<file path="src/hbe_pkg.sv">
// Shared types and constants of the Huffman byte encoder.
`default_nettype none
package hbe_pkg;

	// Table geometry: the last entry holds the end-of-message code.
	localparam int NUM_SYMBOLS  = 257;
	localparam int MAX_CODE_LEN = 24;
	localparam int ADDR_W       = $clog2(NUM_SYMBOLS);

	// Field widths of one input item.
	localparam int FUNC_W  = 2;
	localparam int SYM_W   = 9;
	localparam int WORD_W  = 24;
	localparam int LEN_W   = 5;

	// Accumulator widths: up to seven pending bits plus one code word.
	localparam int PEND_W  = 7;
	localparam int PCNT_W  = 3;
	localparam int ACC_W   = 32;
	localparam int NB_W    = 3;

	// Function codes of an input item.
	localparam logic [FUNC_W-1:0] FN_LOAD   = 2'd0;
	localparam logic [FUNC_W-1:0] FN_ENCODE = 2'd1;
	localparam logic [FUNC_W-1:0] FN_END    = 2'd2;

	// What an item in the packing stage does.
	typedef enum logic [1:0] {
		KIND_NOP,
		KIND_ENCODE,
		KIND_END
	} kind_t;

	// One code table entry.
	typedef struct packed {
		logic [WORD_W-1:0] word;
		logic [LEN_W-1:0]  len;
	} entry_t;

	// A group of output bytes handed from the packer to the emitter.
	typedef struct packed {
		logic             valid;
		logic [ACC_W-1:0] bits;
		logic [NB_W-1:0]  nbytes;
		logic             last;
	} burst_t;

endpackage
`default_nettype wire

</file>
<file path="src/hbe_pack.sv">
// Packing stage: appends the looked-up code to the pending bits.
`default_nettype none
module hbe_pack (
	input  wire                 clk,
	input  wire                 arst_n,
	input  wire                 accept,
	input  hbe_pkg::kind_t      kind,
	input  wire                 hit,
	input  hbe_pkg::entry_t     rdata,
	input  wire                 emit_free,
	output wire                 busy,
	output hbe_pkg::burst_t     burst
);

	logic                        valid_s1;
	hbe_pkg::kind_t              kind_s1;
	logic                        hit_s1;
	logic [hbe_pkg::PEND_W-1:0]  pend_bits_q;
	logic [hbe_pkg::PCNT_W-1:0]  pend_cnt_q;

	logic [hbe_pkg::LEN_W-1:0]   len;
	logic [hbe_pkg::ACC_W-1:0]   mask;
	logic [hbe_pkg::ACC_W-1:0]   word;
	logic [hbe_pkg::ACC_W-1:0]   acc;
	logic [hbe_pkg::ACC_W-1:0]   rest;
	logic [hbe_pkg::LEN_W:0]     total;
	logic [hbe_pkg::NB_W-1:0]    nfull;
	logic [hbe_pkg::NB_W-1:0]    nbytes;
	logic                        is_end;
	logic                        advance;

	// Merge the code word above the pending bits.
	always_comb begin
		len    = hit_s1 ? rdata.len : '0;
		mask   = (hbe_pkg::ACC_W'(1) << len) - hbe_pkg::ACC_W'(1);
		word   = hbe_pkg::ACC_W'(rdata.word) & mask;
		acc    = hbe_pkg::ACC_W'(pend_bits_q) | (word << pend_cnt_q);
		total  = (hbe_pkg::LEN_W+1)'(pend_cnt_q) + (hbe_pkg::LEN_W+1)'(len);
		nfull  = total[hbe_pkg::NB_W+2:3];
		rest   = acc >> {nfull, 3'b000};
		is_end = (kind_s1 == hbe_pkg::KIND_END);
		nbytes = is_end ? nfull + hbe_pkg::NB_W'(1) : nfull;
	end

	// An item leaves when it has no bytes or the emitter can take them.
	assign advance = valid_s1 && ((nbytes == '0) || emit_free);
	assign busy    = valid_s1 && !advance;

	always_comb begin
		burst.valid  = advance && (nbytes != '0);
		burst.bits   = acc;
		burst.nbytes = nbytes;
		burst.last   = is_end;
	end

	// Stage register.
	always_ff @(posedge clk or negedge arst_n) begin
		if (!arst_n) begin
			valid_s1 <= 1'b0;
			kind_s1  <= hbe_pkg::KIND_NOP;
			hit_s1   <= 1'b0;
		end else if (accept) begin
			valid_s1 <= 1'b1;
			kind_s1  <= kind;
			hit_s1   <= hit;
		end else if (advance) begin
			valid_s1 <= 1'b0;
		end
	end

	// Pending bits update when an encode or end item commits.
	always_ff @(posedge clk or negedge arst_n) begin
		if (!arst_n) begin
			pend_bits_q <= '0;
			pend_cnt_q  <= '0;
		end else if (advance) begin
			case (kind_s1)
				hbe_pkg::KIND_ENCODE: begin
					pend_bits_q <= rest[hbe_pkg::PEND_W-1:0];
					pend_cnt_q  <= total[hbe_pkg::PCNT_W-1:0];
				end
				hbe_pkg::KIND_END: begin
					pend_bits_q <= '0;
					pend_cnt_q  <= '0;
				end
				default: begin
					pend_bits_q <= pend_bits_q;
					pend_cnt_q  <= pend_cnt_q;
				end
			endcase
		end
	end

endmodule
`default_nettype wire

</file>
<file path="config.mk">
export PLATFORM = sky130hd
export DESIGN_NAME = hbe_pack
export DESIGN_NICKNAME = d
export VERILOG_FILES = /design/src/hbe_pkg.sv /design/src/hbe_pack.sv
export SDC_FILE = /design/constraint.sdc
export NUM_CORES = 1
export LEC_CHECK = 0
export BUFFER_PORTS_ARGS = -buffer_cell sky130_fd_sc_hd__clkbuf_2
export CAP_MARGIN = 20
export CELL_PAD_IN_SITES_DETAIL_PLACEMENT = 1
export CELL_PAD_IN_SITES_GLOBAL_PLACEMENT = 1
export CORE_MARGIN = 3
export CORE_UTILIZATION = 30
export DETAILED_ROUTE_END_ITERATION = 12
export PLACE_DENSITY_LB_ADDON = 0.05
export SYNTH_ARGS = -nofsm -noshare
export SYNTH_HDL_FRONTEND = slang
export SYNTH_SLANG_ARGS = --single-unit
</file>
<file path="constraint.sdc">
create_clock -name clk -period 11.1 [get_ports clk]
set_clock_uncertainty 0.05 [all_clocks]
set_input_delay 1.665 -clock clk [delete_from_list [all_inputs] [get_ports clk]]
set_output_delay 1.665 -clock clk [all_outputs]
set_load 0.1 [all_outputs]
</file>
==> Flow_metrics.wiki <==
{| class="wikitable"
! Metric !! Value
|-
| Reported max-cap violation count || 0
|-
| Number of vias per cell after detailed routing || 6.08
|-
| Area of the mapped netlist || 3190 um2
|-
| Data required time at the worst endpoint || 9.39 ns
|-
| CP Max Fanout || 29
|-
| Starting utilization of the core area || 30.9%
|-
| Launching instance or port of the critical path || rdata[3]
|-
| Synth Area in Compound Gates || 38.8%
|-
| Most frequent standard cell in the layout excluding fill and tap cells || sky130_fd_sc_hd__clkbuf_2
|-
| Worst min-delay path class || flop to flop
|-
| Die ar. || 11,900 um2
|-
| Commonest cells after routing, fill and taps aside || sky130_fd_sc_hd__clkbuf_2 (72), sky130_fd_sc_hd__nor2_1 (39), sky130_fd_sc_hd__nand2_1 (38)
|-
| Share of synthesized area spent on multiplexers || 7.13%
|-
| TritonCTS buffer count || 3
|-
| Flip-flop and latch count after synthesis || 14
|-
| Global placement routability congestion || 0.828
|-
| Most used DFF post-synth || sky130_fd_sc_hd__dfrtp_1
|-
| Synthesized-area fraction occupied by xor and xnor cells || 1.37%
|-
| DRC viols || 0
|-
| GRT Overall Usage || 21.8%
|-
| Detail Placement HPWL || 10.1 mm
|-
| Wire length after detailed routing || 13.1 mm
|-
| Count of routing violations after the opening detailed-route iteration || 190
|-
| Number of buffers between clock root and the deepest sink || 2
|-
| Number of cells upsized or downsized after cts || 0
|-
| Number of setup buffers added after CTS || 0
|-
| Multi-input gate area || 2550 um2
|-
| Achievable Freq || 0.138 GHz
|-
| Synthesized instance count || 456
|-
| R2r setup slk || 6.90 ns
|-
| Outcome || complete, no violations
|-
| # port buffers || 72
|-
| Antenna violations before repair || 0
|-
| Grt ovf || 0
|-
| Netlist cell types || 84
|-
| Layout Nets || 532
|-
| Startpoint of the most critical register-to-register path || hit_s1
|-
| Fin. max-slew vios || 0
|-
| Via count of the routed design || 3,812
|-
| Hold_buf cts || 0
|-
| Syn nets || 496
|-
| Clock Pin Slew Worst Setup and Hold Paths || 0.07 ns
|-
| Pin slew with the least headroom to its limit || 1.03 ns
|-
| CTS Root Buffer Type || sky130_fd_sc_hd__clkbuf_8
|-
| Launching element type of the critical path || input pin
|-
| Std cell rows || 37
|-
| Die X || 109 um
|-
| Final period util || 65.4%
|-
| Fin cells || 627
|-
| Cell types occupying the most area after synthesis || sky130_fd_sc_hd__dfrtp_1 (11%), sky130_fd_sc_hd__mux2i_1 (5.0%), sky130_fd_sc_hd__nor2_1 (4.6%)
|-
| Worst Path Arrival || 5.54 ns
|-
| Via count of the first global-routing pass || 3,731
|-
| Share of cells above drive strength 1 || 22.6%
|-
| Final setup violation count || 0
|-
| Hold violation count in the final report || 0
|-
| Die Y || 109 um
|-
| Share of synthesized cell area in and, or, nand and nor gates || 30.8%
|-
| Placeable core area || 10,300 um2
|-
| RSZ-0062 raised after global routing || false
|-
| Crit path time final || 7.26 ns
|-
| Average detailed-routed wire length per instance || 20.8 um
|-
| Largest net degree at the start of global routing || 54
|-
| Top Ports || 74
|-
| Count of placed standard cells including taps || 623
|-
| Normalized max-slew margin || 31.2%
|-
| Seq. cell area || 350 um2
|-
| Cell type with the highest aggregate area in the netlist || sky130_fd_sc_hd__dfrtp_1
|-
| Worst-skew pair later-pin latency || 0.25 ns
|-
| Number of warnings issued by yosys || 0
|-
| Number of detailed-route iterations in the first pass || 4
|-
| Number of antenna-violating nets in the routed design || 0
|-
| Fill cell instance count of the final layout || 1,341
|-
| Critical Setup Path Class || input pin to output pin
|-
| Sequential-to-total area share from yosys stat || 11.0%
|-
| Post-synth EDFFs || 0
|-
| First-pass GRT wire length || 20.5 mm
|-
| Synth top area share || 11.0%
|-
| Critical hold path startpoint || pend_bits_q[3]
|-
| Level count of the clock H-tree || 1
|-
| Endpoint class of the critical path || output pin
|-
| Post-synth ARST share || 100%
|-
| CTS tree || built
|-
| Post-Synth Adder-Cell Area || 1.57%
|-
| WHS || 0.451 ns
|-
| Antenna diode count || 0
|-
| Layout area overhead || 12.7%
|-
| TritonCTS sink count || 14
|-
| Mapped Avg Cell Area || 7.00 um2
|-
| Main combinational cell family by area after synthesis || compound AO/OA/AOI/OAI gates
|-
| Setup TNS || 0 ns
|}
==> layout make-up <==
type	instances	area share, %
Multi-Input combinational cell	377	70.8
Timing Repair Buffer	78	11.3
Sequential cell	14	9.74
Tap cell	136	4.73
Inverter	18	1.88
Clock buffer	4	1.53
==> worst paths after layout <==
check                            endpoint  cells past startpoint
max reg2reg                pend_bits_q[0]                     15
min in group asynchronous  pend_bits_q[0]                      1
min reg2reg                pend_bits_q[3]                      2
max                             burst[20]                     12
max in group asynchronous      kind_s1[0]                      1
min                        pend_bits_q[3]                      2
==> cells by family (layout without fill, tap and decap cells) <==
group,count (synthesis),count (layout)
fa+ha+maj,4,4
xor+xnor,5,5
compound gates,167,167
flops,14,14
simple gates,178,178
buf+inv,65,100
other cells,1,1
mux,22,22
==> synth_stat cells (3+ instances only) <==
master                      count
sky130_fd_sc_hd__a21oi_1       16
sky130_fd_sc_hd__a21o_1         6
sky130_fd_sc_hd__nand3_1       13
sky130_fd_sc_hd__nor2b_1        4
sky130_fd_sc_hd__nand4bb_1      3
sky130_fd_sc_hd__a22oi_1        3
sky130_fd_sc_hd__nand2b_1      14
sky130_fd_sc_hd__and2_1         4
sky130_fd_sc_hd__a31o_1         3
sky130_fd_sc_hd__nor3_1        12
sky130_fd_sc_hd__nand4_1       10
sky130_fd_sc_hd__buf_2         16
sky130_fd_sc_hd__buf_1          4
sky130_fd_sc_hd__o22ai_1        4
sky130_fd_sc_hd__or2_2          3
sky130_fd_sc_hd__nand2_1       38
sky130_fd_sc_hd__or3_1          6
sky130_fd_sc_hd__o21ai_1       10
sky130_fd_sc_hd__o211ai_1      15
sky130_fd_sc_hd__ha_1           4
sky130_fd_sc_hd__and3_1         5
sky130_fd_sc_hd__o31ai_1        8
sky130_fd_sc_hd__xnor2_1        4
sky130_fd_sc_hd__or2_1          6
sky130_fd_sc_hd__nor2_1        39
sky130_fd_sc_hd__a221o_1        3
sky130_fd_sc_hd__inv_1         16
sky130_fd_sc_hd__mux2_2         6
sky130_fd_sc_hd__clkbuf_1      21
sky130_fd_sc_hd__buf_4          4
sky130_fd_sc_hd__o221ai_1       6
sky130_fd_sc_hd__o32ai_1        3
sky130_fd_sc_hd__mux2i_1       16
sky130_fd_sc_hd__o21ai_0       28
sky130_fd_sc_hd__dfrtp_1       14
sky130_fd_sc_hd__a31oi_1        9
sky130_fd_sc_hd__a311o_1        3
sky130_fd_sc_hd__a311oi_1       6
sky130_fd_sc_hd__or4b_1         3
==> through the flow <==
step	instance area, um2	utilization, %	setup slack, ns
floorplan	3190	-	3.34
global placement	3540	34.3	3.97
detailed placement	3540	34.3	3.84
CTS	3600	34.8	3.85
global route	3600	34.8	3.68
finish	3600	34.8	3.84
==> sequential cells by signal, indices dropped and copies added (netlist names) <==
register and cells:
kind_s1 2, pend_cnt_q 3, valid_s1 1, pend_bits_q 7, hit_s1 1
==> critical path, cell delays in order <==
cell,delay (ns)
sky130_fd_sc_hd__clkbuf_2,0.35
sky130_fd_sc_hd__or4b_4,0.67
sky130_fd_sc_hd__or2_2,0.32
sky130_fd_sc_hd__ha_1,0.40
sky130_fd_sc_hd__or2_1,0.33
sky130_fd_sc_hd__or3_1,0.35
sky130_fd_sc_hd__o211ai_1,0.18
sky130_fd_sc_hd__nand3_1,0.15
sky130_fd_sc_hd__a31o_2,0.30
sky130_fd_sc_hd__mux2_2,0.30
sky130_fd_sc_hd__inv_1,0.06
sky130_fd_sc_hd__clkbuf_2,0.45
==> routing by layer <==
metal  GRT usage (%)  wire [um]  vias up  share of wire (%)
met2            38.4       6380       95                 49
met1            28.6       5810     1880                 45
met5               0          0        -                  0
li1                -          -     1821                  -
met3            1.48        512       16                3.9
met4            6.13        344        0                2.6
Power is not shown: default switching activity piles up to over one toggle a cycle in this logic, so the estimate is an artifact.
