**src/hbe_pkg.sv**
```systemverilog
// Shared types and constants of the Huffman byte encoder.
`default_nettype none
package hbe_pkg;

	// Table geometry: the last entry holds the end-of-message code.
	localparam int NUM_SYMBOLS  = 257;
	localparam int MAX_CODE_LEN = 24;
	localparam int ADDR_W       = $clog2(NUM_SYMBOLS);

	// Field widths of one input item.
	localparam int FUNC_W  = 2;
	localparam int SYM_W   = 9;
	localparam int WORD_W  = 24;
	localparam int LEN_W   = 5;

	// Accumulator widths: up to seven pending bits plus one code word.
	localparam int PEND_W  = 7;
	localparam int PCNT_W  = 3;
	localparam int ACC_W   = 32;
	localparam int NB_W    = 3;

	// Function codes of an input item.
	localparam logic [FUNC_W-1:0] FN_LOAD   = 2'd0;
	localparam logic [FUNC_W-1:0] FN_ENCODE = 2'd1;
	localparam logic [FUNC_W-1:0] FN_END    = 2'd2;

	// What an item in the packing stage does.
	typedef enum logic [1:0] {
		KIND_NOP,
		KIND_ENCODE,
		KIND_END
	} kind_t;

	// One code table entry.
	typedef struct packed {
		logic [WORD_W-1:0] word;
		logic [LEN_W-1:0]  len;
	} entry_t;

	// A group of output bytes handed from the packer to the emitter.
	typedef struct packed {
		logic             valid;
		logic [ACC_W-1:0] bits;
		logic [NB_W-1:0]  nbytes;
		logic             last;
	} burst_t;

endpackage
`default_nettype wire

```
**src/hbe_emit.sv**
```systemverilog
// Output stage: sends the bytes of a burst one per cycle while m_tready is high.
`default_nettype none
module hbe_emit (
	input  wire                clk,
	input  wire                arst_n,
	input  hbe_pkg::burst_t    burst,
	output wire                emit_free,
	output wire                m_tvalid,
	input  wire                m_tready,
	output wire  [7:0]         m_tdata,
	output wire                m_tlast
);

	logic [hbe_pkg::ACC_W-1:0] bits_q;
	logic [hbe_pkg::NB_W-1:0]  cnt_q;
	logic                      last_q;
	logic                      take;

	assign m_tvalid  = (cnt_q != '0);
	assign take      = m_tvalid && m_tready;
	assign emit_free = (cnt_q == '0) || ((cnt_q == hbe_pkg::NB_W'(1)) && m_tready);
	assign m_tdata   = bits_q[7:0];
	assign m_tlast   = last_q && (cnt_q == hbe_pkg::NB_W'(1));

	// Byte counter and flag.
	always_ff @(posedge clk or negedge arst_n) begin
		if (!arst_n) begin
			cnt_q  <= '0;
			last_q <= 1'b0;
		end else if (burst.valid) begin
			cnt_q  <= burst.nbytes;
			last_q <= burst.last;
		end else if (take) begin
			cnt_q  <= cnt_q - hbe_pkg::NB_W'(1);
		end
	end

	// Byte shift register.
	always_ff @(posedge clk) begin
		if (burst.valid) begin
			bits_q <= burst.bits;
		end else if (take) begin
			bits_q <= bits_q >> 8;
		end
	end

endmodule
`default_nettype wire

```
**config.mk**
```make
export PLATFORM = sky130hd
export DESIGN_NAME = hbe_emit
export DESIGN_NICKNAME = d
export VERILOG_FILES = /design/src/hbe_pkg.sv /design/src/hbe_emit.sv
export SDC_FILE = /design/constraint.sdc
export NUM_CORES = 1
export LEC_CHECK = 0
export BUFFER_PORTS_ARGS = -buffer_cell sky130_fd_sc_hd__buf_2
export CAP_MARGIN = 20
export CORE_ASPECT_RATIO = 1.5
export CORE_MARGIN = 2
export CORE_UTILIZATION = 35
export CTS_BUF_LIST = sky130_fd_sc_hd__clkbuf_2
export DETAILED_ROUTE_END_ITERATION = 7
export GPL_TIMING_DRIVEN = 0
export MAX_ROUTING_LAYER = met4
export PLACE_DENSITY = 0.69
export SETUP_SLACK_MARGIN = 0.4
export SYNTH_ARGS = -nofsm -noshare
export SYNTH_HDL_FRONTEND = slang
export SYNTH_SLANG_ARGS = --single-unit
```
**constraint.sdc**
```tcl
create_clock -name clk -period 1.8 [get_ports clk]
set_input_delay 0.18 -clock clk [delete_from_list [all_inputs] [get_ports clk]]
set_output_delay 0.18 -clock clk [all_outputs]
set_load 0.01 [all_outputs]
```
==> results.sh, run 1 <==
export IMPL_finalCritPeriodShare=0.864
export IMPL_whs_ps=89.1
export IMPL_synth_cell_type_count=20
export IMPL_regArea_sq_um=1060
export IMPL_slowest_stage="dfrtp_1"
export IMPL_netlist_area_leader_share=0.547
export IMPL_ff2ff_setup_slack_ps=300
export IMPL_synth_edff_count=32
export IMPL_relSlewSlack=0.853
export IMPL_cts_sinks=36
export IMPL_p_leak_nw=1.05
export IMPL_post_drt_wl_per_cell_um=12.4
export IMPL_clkTransAtPathRegs_ps=180
export IMPL_crit_fanout=3
export IMPL_synthArstFlopShare=0.111
export IMPL_ys_top_cells_by_area="edfxtp_1, mux2_4, dfrtp_1, buf_4, and2_1"
export IMPL_cp_required_ps=1620
export IMPL_drive_above_1_share=0.625
export IMPL_drc_errors=0
export IMPL_synth_xor_xnor_area_share=0
export IMPL_worst_pin_slew_ps=220
export IMPL_crit_path_end_kind="primary output"
export IMPL_drtAntennaViolNets=0
export IMPL_cts_made_buffers=5
export IMPL_syn2layout_area_growth_pct=31.0
export IMPL_diodes=0
export IMPL_clk_latency_ps=360
export IMPL_synth_compound_area_frac=0.0206
export IMPL_viasPerCell=4.40
export IMPL_hold_viol_final=0
export IMPL_r2r_start="cnt_q[0]$_DFFE_PN0P_"
export IMPL_finClkSkew_ps=9.20
export IMPL_final_cell_area_sq_um=2300
export IMPL_fillCellCount=431
export IMPL_crit_buf_inv=2
export IMPL_placed_area_sq_um=2090
export IMPL_hpwl_mm=1.85
export IMPL_port_buffers=49
export IMPL_dieArea_sq_um=5620
export IMPL_drtIter0Drc=31
export IMPL_yosysSeqAreaShare=0.604
export IMPL_start_util=0.363
export IMPL_wl_mm=2.99
export IMPL_critical_path_endpoint="emit_free"
export IMPL_coreArea_sq_um=4850
export IMPL_gr_usage_all_layers=0.114
export IMPL_grt_pass1_vias=990
export IMPL_cts_root_buffer="clkbuf_2"
export IMPL_yosysTopAreaCell="edfxtp_1"
export IMPL_synth_main_ff_cell="edfxtp_1"
export IMPL_finalPower_mw=1.97
export IMPL_num_vias=1066
export IMPL_max_freq_mhz=643
export IMPL_hp_class="in2reg"
export IMPL_synthAdderAreaFrac=0.0214
export IMPL_grt_pass1_wl_mm=4.51
export IMPL_ios=51
export IMPL_cts_tree="built"
export IMPL_grt_start_max_net_pins=17
export IMPL_synth_seq_cells=36
export IMPL_crit_type="reg2out"
export IMPL_tns_ps=0
export IMPL_dr_pass1_iters=4
export IMPL_die_h_um=90.8
export IMPL_synth_most_common_cell="edfxtp_1"
export IMPL_cap_violations=0
export IMPL_synth_top_family_by_area="multiplexers"
export IMPL_nNetsFinal=218
export IMPL_gp_congestion=0.636
export IMPL_crit_chain="inv_2 > ha_4 > a21oi_2 > nor2_1 > buf_2"
export IMPL_timing_rr_end="cnt_q[1]$_DFFE_PN0P_"
export IMPL_antenna_found_initial=0
export IMPL_cp_start_kind="flop"
export IMPL_r2r_cells=7
export IMPL_rsz0062_at_grt="yes"
export IMPL_synthMuxAreaShare=0.217
export IMPL_cp_depth=5
export IMPL_synth_nets=150
export IMPL_h_tree_depth=2
export IMPL_synth_avg_cell_area_sq_um=16.4
export IMPL_crit_family="flip-flops"
export IMPL_powerDensity_nw_per_um2=857
export IMPL_setup_violations=0
export IMPL_rows=31
export IMPL_synthSimpleGateAreaFrac=0.0705
export IMPL_drv_slew=0
export IMPL_multiInputGateArea_sq_um=629
export IMPL_die_w_um=61.9
export IMPL_grt_overflow_total=0
export IMPL_netlist_top_cells_count="edfxtp_1, mux2_4, and2_1, buf_4"
export IMPL_synth_area_sq_um=1760
export IMPL_synthCells=107
export IMPL_crit_path_max_incr_delay_ps=470
export IMPL_fin_crit_ps=1550
export IMPL_worstPathArrival_ps=1370
export IMPL_clockBufferDepth=2
export IMPL_yosys_warnings=0
export IMPL_status="finished, final reports clean"
export IMPL_cp_startpoint="cnt_q[0]$_DFFE_PN0P_"
export IMPL_final_util=0.475
export IMPL_vdd_ir_drop_max_mv=0.427
[area by class of cell]
type                    count  area share
plain buffers              13      0.0478
multi-input cells          57       0.273
well taps                  66      0.0359
flip-flops and latches     36       0.461
repair buffers             60       0.151
clock inverters             2      0.0152
inverters                   2     0.00326
clock buffers               6      0.0130
[state kept, by name, summed over array words and instances (netlist names)]
| name | count |
|---|---|
| bits_q | 32 |
| last_q | 1 |
| cnt_q | 3 |
[what timing repair did]
| action | 4_1_cts | 5_1_grt |
|---|---|---|
| cloned | 1 | 0 |
| gates resized for setup | 6 | 2 |
| buffers inserted | 4 | 2 |
| hold buffers | 5 | 0 |
| setup endpoints to repair | 35 | 10 |
| hold endpoints to repair | 8 | 0 |
| pin swaps | 1 | 2 |
[worst min-delay path by stage]
| stage | start | end | slack (ps) | cells after the start |
|---|---|---|---|---|
| after floorplan | arst_n | cnt_q[0]$_DFFE_PN0P_ | -120 | 0 |
| after global placement | arst_n | cnt_q[1]$_DFFE_PN0P_ | -7 | 1 |
| final | burst[31] | bits_q[27]$_SDFFCE_PN0P_ | 90 | 2 |
| after CTS | burst[31] | bits_q[27]$_SDFFCE_PN0P_ | 40 | 2 |
| after global routing | burst[35] | bits_q[31]$_SDFFCE_PN0P_ | 10 | 2 |
| after detailed placement | arst_n | cnt_q[1]$_DFFE_PN0P_ | -9 | 1 |
[report_power, final]
| part | switching, mW | internal (mW) | total [mW] | leakage, nW |
|---|---|---|---|---|
| clock | 0.260 | 0.240 | 0.499 | 0.0430 |
| combinational | 0.163 | 0.253 | 0.416 | 0.632 |
| sequential | 0.0313 | 1.03 | 1.06 | 0.379 |
[cells by family (layout without fill, tap and decap cells)]
kind of cell               after synthesis  count (layout)
AOI/OAI and AO/OA                        5               6
adders and majority gates                3               3
buffers and inverters                   15              83
DFF                                     36              36
muxes                                   26              26
and+or+nand+nor                         22              22
[cell usage in the layout, fill, tap and decap left out, drive strengths merged]
cell type	n
nand2b	1
and3b	1
clkinv	1
dlygate4sd3	5
nor2	4
bufinv	1
and2	8
a21oi	1
a211o	2
clkbuf	7
edfxtp	32
o21ai	1
mux2	25
mux2i	1
nand2	4
nand3	4
ha	3
dfrtp	4
inv	2
a21o	2
buf	67
[worst register-to-register path: cells and delay by family (launching register included)]
family	cells	cell delay, ps
flops	1	470
compound gates	1	290
buf+inv	3	400
simple gates	2	140
fa+ha+maj	1	160
[through the flow]
stage                     setup slack (ps)  instances
after floorplan                        428        107
after global placement                 275        222
after detailed placement               250        222
after CTS                              239        240
after global routing                   118        242
final                                  245        242
[layer usage]
metal,track usage,part of all wire,up-vias,wire [um]
li1,-,-,517,-
met4,0.0426,0.0040,0,12
met5,-,0,-,0
met3,0.0358,0.043,2,130
met1,0.123,0.38,508,1140
met2,0.188,0.57,39,1700
No activity file was read; power rests on OpenSTA's default activity.
==> inputs of run 2 (changes only) <==
- CORE_MARGIN: 2 -> default
==> run 2 against run 1 <==
Compared with the run above: register-to-register slack better by 20 ps; worst hold slack worse by 56 ps; global-route usage up 2.1 points; core utilization decreased by 0.97 points; clock skew is 1.2 ps higher; die area fell by 5.4%; wire length grew 6.0%; via count fell by 0.38%; largest cell class unchanged; first-iteration DRC count is 55% lower; non-clock buffer count fell by 2; critical path depth decreased by 1; fmax up 0.74%.
==> results.sh, run 2 (synthesis results as in run 1) <==
export IMPL_timing_rr_end="bits_q[1]$_DFFE_PP_"
export IMPL_antenna_found_initial=0
export IMPL_vdd_ir_drop_max_mv=0.413
export IMPL_final_cells=239
export IMPL_cts_made_buffers=5
export IMPL_relSlewSlack=0.872
export IMPL_grt_pass1_wl_mm=4.92
export IMPL_finalCritPeriodShare=0.857
export IMPL_p_leak_nw=1.02
export IMPL_finClkSkew_ps=10.4
export IMPL_p_switching_mw=0.455
export IMPL_grt_overflow_total=0
export IMPL_cts_tree="built"
export IMPL_cts_sinks=36
export IMPL_ff2ff_setup_slack_ps=320
export IMPL_grt_start_max_net_pins=17
export IMPL_clockBufferDepth=2
export IMPL_regArea_sq_um=1060
export IMPL_die_h_um=88.8
export IMPL_r2r_start="cnt_q[0]$_DFFE_PN0P_"
export IMPL_cap_violations=0
export IMPL_multiInputGateArea_sq_um=619
export IMPL_cp_required_ps=1620
export IMPL_clk_latency_ps=360
export IMPL_final_cell_mix="buf_2, edfxtp_1, mux2_4"
export IMPL_num_vias=1062
export IMPL_holdPathStages=2
export IMPL_final_util=0.465
export IMPL_gp_congestion=0.712
export IMPL_fillCellCount=462
export IMPL_min_delay_start="burst[0]"
export IMPL_drtAntennaViolNets=0
export IMPL_diodes=0
export IMPL_worstPathArrival_ps=1360
export IMPL_ios=51
export IMPL_final_common_cell="buf_2"
export IMPL_setup_violations=0
export IMPL_hp_class="in2reg"
export IMPL_hold_viol_final=0
export IMPL_rows=31
export IMPL_reg_top3="bits_q x32, cnt_q x3, last_q x1"
export IMPL_crit_path_end_kind="primary output"
export IMPL_drv_slew=0
export IMPL_crit_fanout=3
export IMPL_netSwitchingFraction=0.251
export IMPL_place_inst=222
export IMPL_r2r_cells=5
export IMPL_drtIter0Drc=14
export IMPL_powerDensity_nw_per_um2=811
export IMPL_tns_ps=0
export IMPL_gr_usage_all_layers=0.135
export IMPL_max_freq_mhz=648
export IMPL_clockPowerShare=0.185
export IMPL_syn2layout_area_growth_pct=27.3
export IMPL_dieArea_sq_um=5320
export IMPL_coreArea_sq_um=4810
export IMPL_status="finished, final reports clean"
export IMPL_port_buffers=49
export IMPL_crit_type="reg2out"
export IMPL_wl_mm=3.17
export IMPL_pwr_share_seq=0.584
export IMPL_dr_pass1_iters=6
export IMPL_clkTransAtPathRegs_ps=170
export IMPL_grt_pass1_vias=1109
export IMPL_rsz0062_at_grt="yes"
export IMPL_die_w_um=59.9
export IMPL_fin_crit_ps=1540
export IMPL_post_drt_wl_per_cell_um=13.3
export IMPL_largest_register_ffs=32
export IMPL_p_int_mw=1.36
export IMPL_nNetsFinal=216
export IMPL_h_tree_depth=2
export IMPL_p_comb_frac=0.232
export IMPL_cp_startpoint="cnt_q[1]$_DFFE_PN0P_"
export IMPL_drive_above_1_share=0.624
export IMPL_hpwl_mm=2.10
export IMPL_start_util=0.366
export IMPL_cp_start_kind="flop"
export IMPL_hold_end="last_q$_DFFE_PN0P_"
export IMPL_drc_errors=0
export IMPL_top_register="bits_q"
export IMPL_worst_pin_slew_ps=186
export IMPL_whs_ps=33.1
export IMPL_viasPerCell=4.44
export IMPL_cts_root_buffer="clkbuf_2"
## run 2: cell types whose count changed in the layout (fill, tap and decap cells not counted), sizes merged
cell,previous run,this run
clkbuf,7,6
clkinv,1,2
buf,67,68
bufinv,1,0
dlygate4sd3,5,2
## run 2: critical path, cell delays in order, from the launching register on
cell and delay [ps]:
dfrtp_1 420, inv_2 100, ha_2 190, and3b_2 180
buf_2 120
## run 2: worst max path at each step
stage | cells past startpoint | slack [ps] | to
after floorplan | 4 | 430 | bits_q[0]$_DFFE_PP_
after global placement | 4 | 340 | bits_q[6]$_DFFE_PP_
after detailed placement | 4 | 270 | bits_q[0]$_DFFE_PP_
after CTS | 4 | 260 | m_tlast
after global routing | 5 | 160 | emit_free
final | 4 | 260 | m_tlast
## run 2: metrics by stage
stage / instance area, sq um / worst slack [ps] / power [mW]
floorplan: 1770 / 428 / 1.32
global placement: 2090 / 338 / 1.41
detailed placement: 2090 / 266 / 1.43
CTS: 2200 / 262 / 1.81
global route: 2240 / 165 / 1.91
finish: 2240 / 257 / 1.81
## run 2: power groups by stage
stage                     registers (mW)  clock network (mW)  logic (mW)
after global routing                1.07               0.385       0.458
after floorplan                     1.07                   0       0.249
after CTS                           1.06               0.345       0.404
after global placement              1.07                   0       0.336
final                               1.06               0.335       0.420
after detailed placement            1.08                   0       0.356
## run 2: per-layer routing
layer	part of all wire	global-route usage	routed length [um]
met1	0.37	0.130	1190
met2	0.56	0.246	1760
met3	0.056	0.0409	177
met4	0.013	0.0465	42
met5	0	-	0
## run 2: timing repair
item,in CTS,in global routing
buffers inserted,4,3
endpoints found under the setup margin,35,11
hold endpoints to repair,4,1
pin swaps,1,0
cloned,1,0
resized for setup,7,0
hold buffers,1,1
## run 2: cell type report
cell class / instances / share of cell area
Buffer: 13 / 0.0492
Clock buffer: 5 / 0.0112
Clock inverter: 2 / 0.00336
Inverter: 2 / 0.00336
Multi-Input combinational cell: 57 / 0.277
Sequential cell: 36 / 0.474
Tap cell: 66 / 0.0369
Timing Repair Buffer: 58 / 0.145
==> inputs of run 3 (changes only) <==
- CORE_UTILIZATION: 35 -> 53
- PLACE_DENSITY: 0.69 -> 0.92
==> run 3 against run 2 <==
Compared with the run above: power up 7.7%; die area down 33%; first-iteration DRC count grew 57%; largest power group unchanged; cell count fell by 11%; highest routed layer unchanged; fmax fell by 2.0%; global-route usage rose by 6.7 points; register-to-register slack about the same; sequential share of layout area rose by 0.19 points.
==> results.sh, run 3 (synthesis results as in run 1) <==
export IMPL_max_freq_mhz=635
export IMPL_post_drt_wl_per_cell_um=14.3
export IMPL_rsz0062_at_grt="yes"
export IMPL_num_vias=1069
export IMPL_cap_violations=0
export IMPL_drc_errors=0
export IMPL_grt_start_max_net_pins=33
export IMPL_clk_latency_ps=370
export IMPL_cts_tree="built"
export IMPL_gr_usage_all_layers=0.201
export IMPL_cts_sinks=36
export IMPL_cp_required_ps=1620
export IMPL_drive_above_1_share=0.610
export IMPL_largest_register_ffs=32
export IMPL_worstPathArrival_ps=1400
export IMPL_top_register="bits_q"
export IMPL_die_h_um=72.5
export IMPL_start_util=0.556
export IMPL_crit_fanout=3
export IMPL_hpwl_mm=1.93
export IMPL_finalCritPeriodShare=0.875
export IMPL_relSlewSlack=0.736
export IMPL_rows=25
export IMPL_final_cell_mix="buf_2, edfxtp_1, mux2_4"
export IMPL_tns_ps=0
export IMPL_p_leak_nw=1.03
export IMPL_gp_congestion=0.700
export IMPL_nNetsFinal=214
export IMPL_fin_crit_ps=1580
export IMPL_ios=51
export IMPL_final_common_cell="buf_2"
export IMPL_dr_pass1_iters=4
export IMPL_diodes=0
export IMPL_worst_pin_slew_ps=395
export IMPL_drv_slew=0
export IMPL_wl_mm=3.03
export IMPL_final_cells=212
export IMPL_syn2layout_area_growth_pct=26.8
export IMPL_cts_root_buffer="clkbuf_2"
export IMPL_vdd_ir_drop_max_mv=0.974
export IMPL_hp_class="in2reg"
export IMPL_viasPerCell=5.04
export IMPL_cts_made_buffers=5
export IMPL_place_inst=196
export IMPL_drtAntennaViolNets=0
export IMPL_port_buffers=49
export IMPL_status="finished, final reports clean"
export IMPL_post_place_ws_ps=275
export IMPL_finClkSkew_ps=10.3
export IMPL_clkTransAtPathRegs_ps=180
export IMPL_reg_top3="bits_q x32, cnt_q x3, last_q x1"
export IMPL_setup_ws_ps=224
export IMPL_crit_type="reg2out"
export IMPL_dieArea_sq_um=3560
export IMPL_clockBufferDepth=2
export IMPL_cp_start_kind="flop"
export IMPL_hold_viol_final=0
export IMPL_finalPower_mw=1.95
export IMPL_fillCellCount=222
export IMPL_die_w_um=49.0
export IMPL_coreArea_sq_um=3160
export IMPL_drtIter0Drc=22
export IMPL_crit_path_end_kind="primary output"
export IMPL_antenna_found_initial=0
export IMPL_grt_pass1_vias=1133
export IMPL_h_tree_depth=2
export IMPL_grt_pass1_wl_mm=5.01
export IMPL_setup_violations=0
export IMPL_powerDensity_nw_per_um2=877
export IMPL_grt_overflow_total=0
==> run 3: changes by cell type in the layout (fill, tap and decap cells not counted) <==
cell,delta
a21o_4,-1
buf_6,+1
nand3_1,-1
buf_4,-5
nand3_2,+1
dlygate4sd3_1,+3
bufinv_16,+1
==> run 3: power breakdown <==
group | total (mW) | switching (mW) | internal [mW] | leakage (nW)
combinational | 0.402 | 0.163 | 0.239 | 0.617
clock | 0.489 | 0.263 | 0.227 | 0.0380
sequential | 1.06 | 0.0334 | 1.03 | 0.379
==> run 3: area by class of cell <==
cell class / count / area, sq um / share of cell area
clock inverters: 3 / 37.5 / 0.0168
well taps: 40 / 50.0 / 0.0225
flip-flops and latches: 36 / 1060 / 0.476
repair buffers: 57 / 328 / 0.147
multi-input cells: 56 / 609 / 0.273
plain buffers: 13 / 110 / 0.0494
clock buffers: 5 / 25.0 / 0.0112
inverters: 2 / 7.51 / 0.00337
==> run 3: worst max-delay path, stage by stage, from the launching register on <==
cell and delay (ps):
dfrtp_1 420, inv_2 100, ha_2 190, and3b_2 190, buf_2 130
==> run 3: layer usage <==
layer | global-route usage | part of all wire | vias to the layer above
li1 | - | - | 505
met1 | 0.194 | 0.36 | 488
met2 | 0.352 | 0.54 | 62
met3 | 0.0629 | 0.062 | 14
met4 | 0.114 | 0.034 | 0
met5 | - | 0 | -
==> run 3: repair_timing <==
action,CTS,global route
hold buffers,4,1
setup buffers,3,0
endpoints found under the setup margin,35,37
pin swaps,0,1
gates cloned,0,0
gates resized for setup,6,2
endpoints found under the hold margin,7,1
==> run 3: final timing paths <==
kind | start | end | slack (ps) | depth (start not counted)
max | cnt_q[1]$_DFFE_PN0P_ | m_tlast | 220 | 4
max reg2reg | cnt_q[0]$_DFFE_PN0P_ | bits_q[1]$_DFFE_PP_ | 310 | 4
min | burst[30] | bits_q[26]$_SDFFCE_PN0P_ | 70 | 2
min in group asynchronous | arst_n | cnt_q[0]$_DFFE_PN0P_ | 130 | 2
min reg2reg | last_q$_DFFE_PN0P_ | last_q$_DFFE_PN0P_ | 540 | 1
max in group asynchronous | arst_n | cnt_q[2]$_DFFE_PN0P_ | 1560 | 2
==> run 3: through the flow <==
stage | utilization | hold WS [ps] | area (sq um)
after floorplan | - | -116 | 1770
final | 0.705 | 70.6 | 2230
after global placement | 0.653 | -16.8 | 2060
after detailed placement | 0.653 | -8.63 | 2060
after global routing | 0.705 | 13.7 | 2230
after CTS | 0.699 | 10.4 | 2210
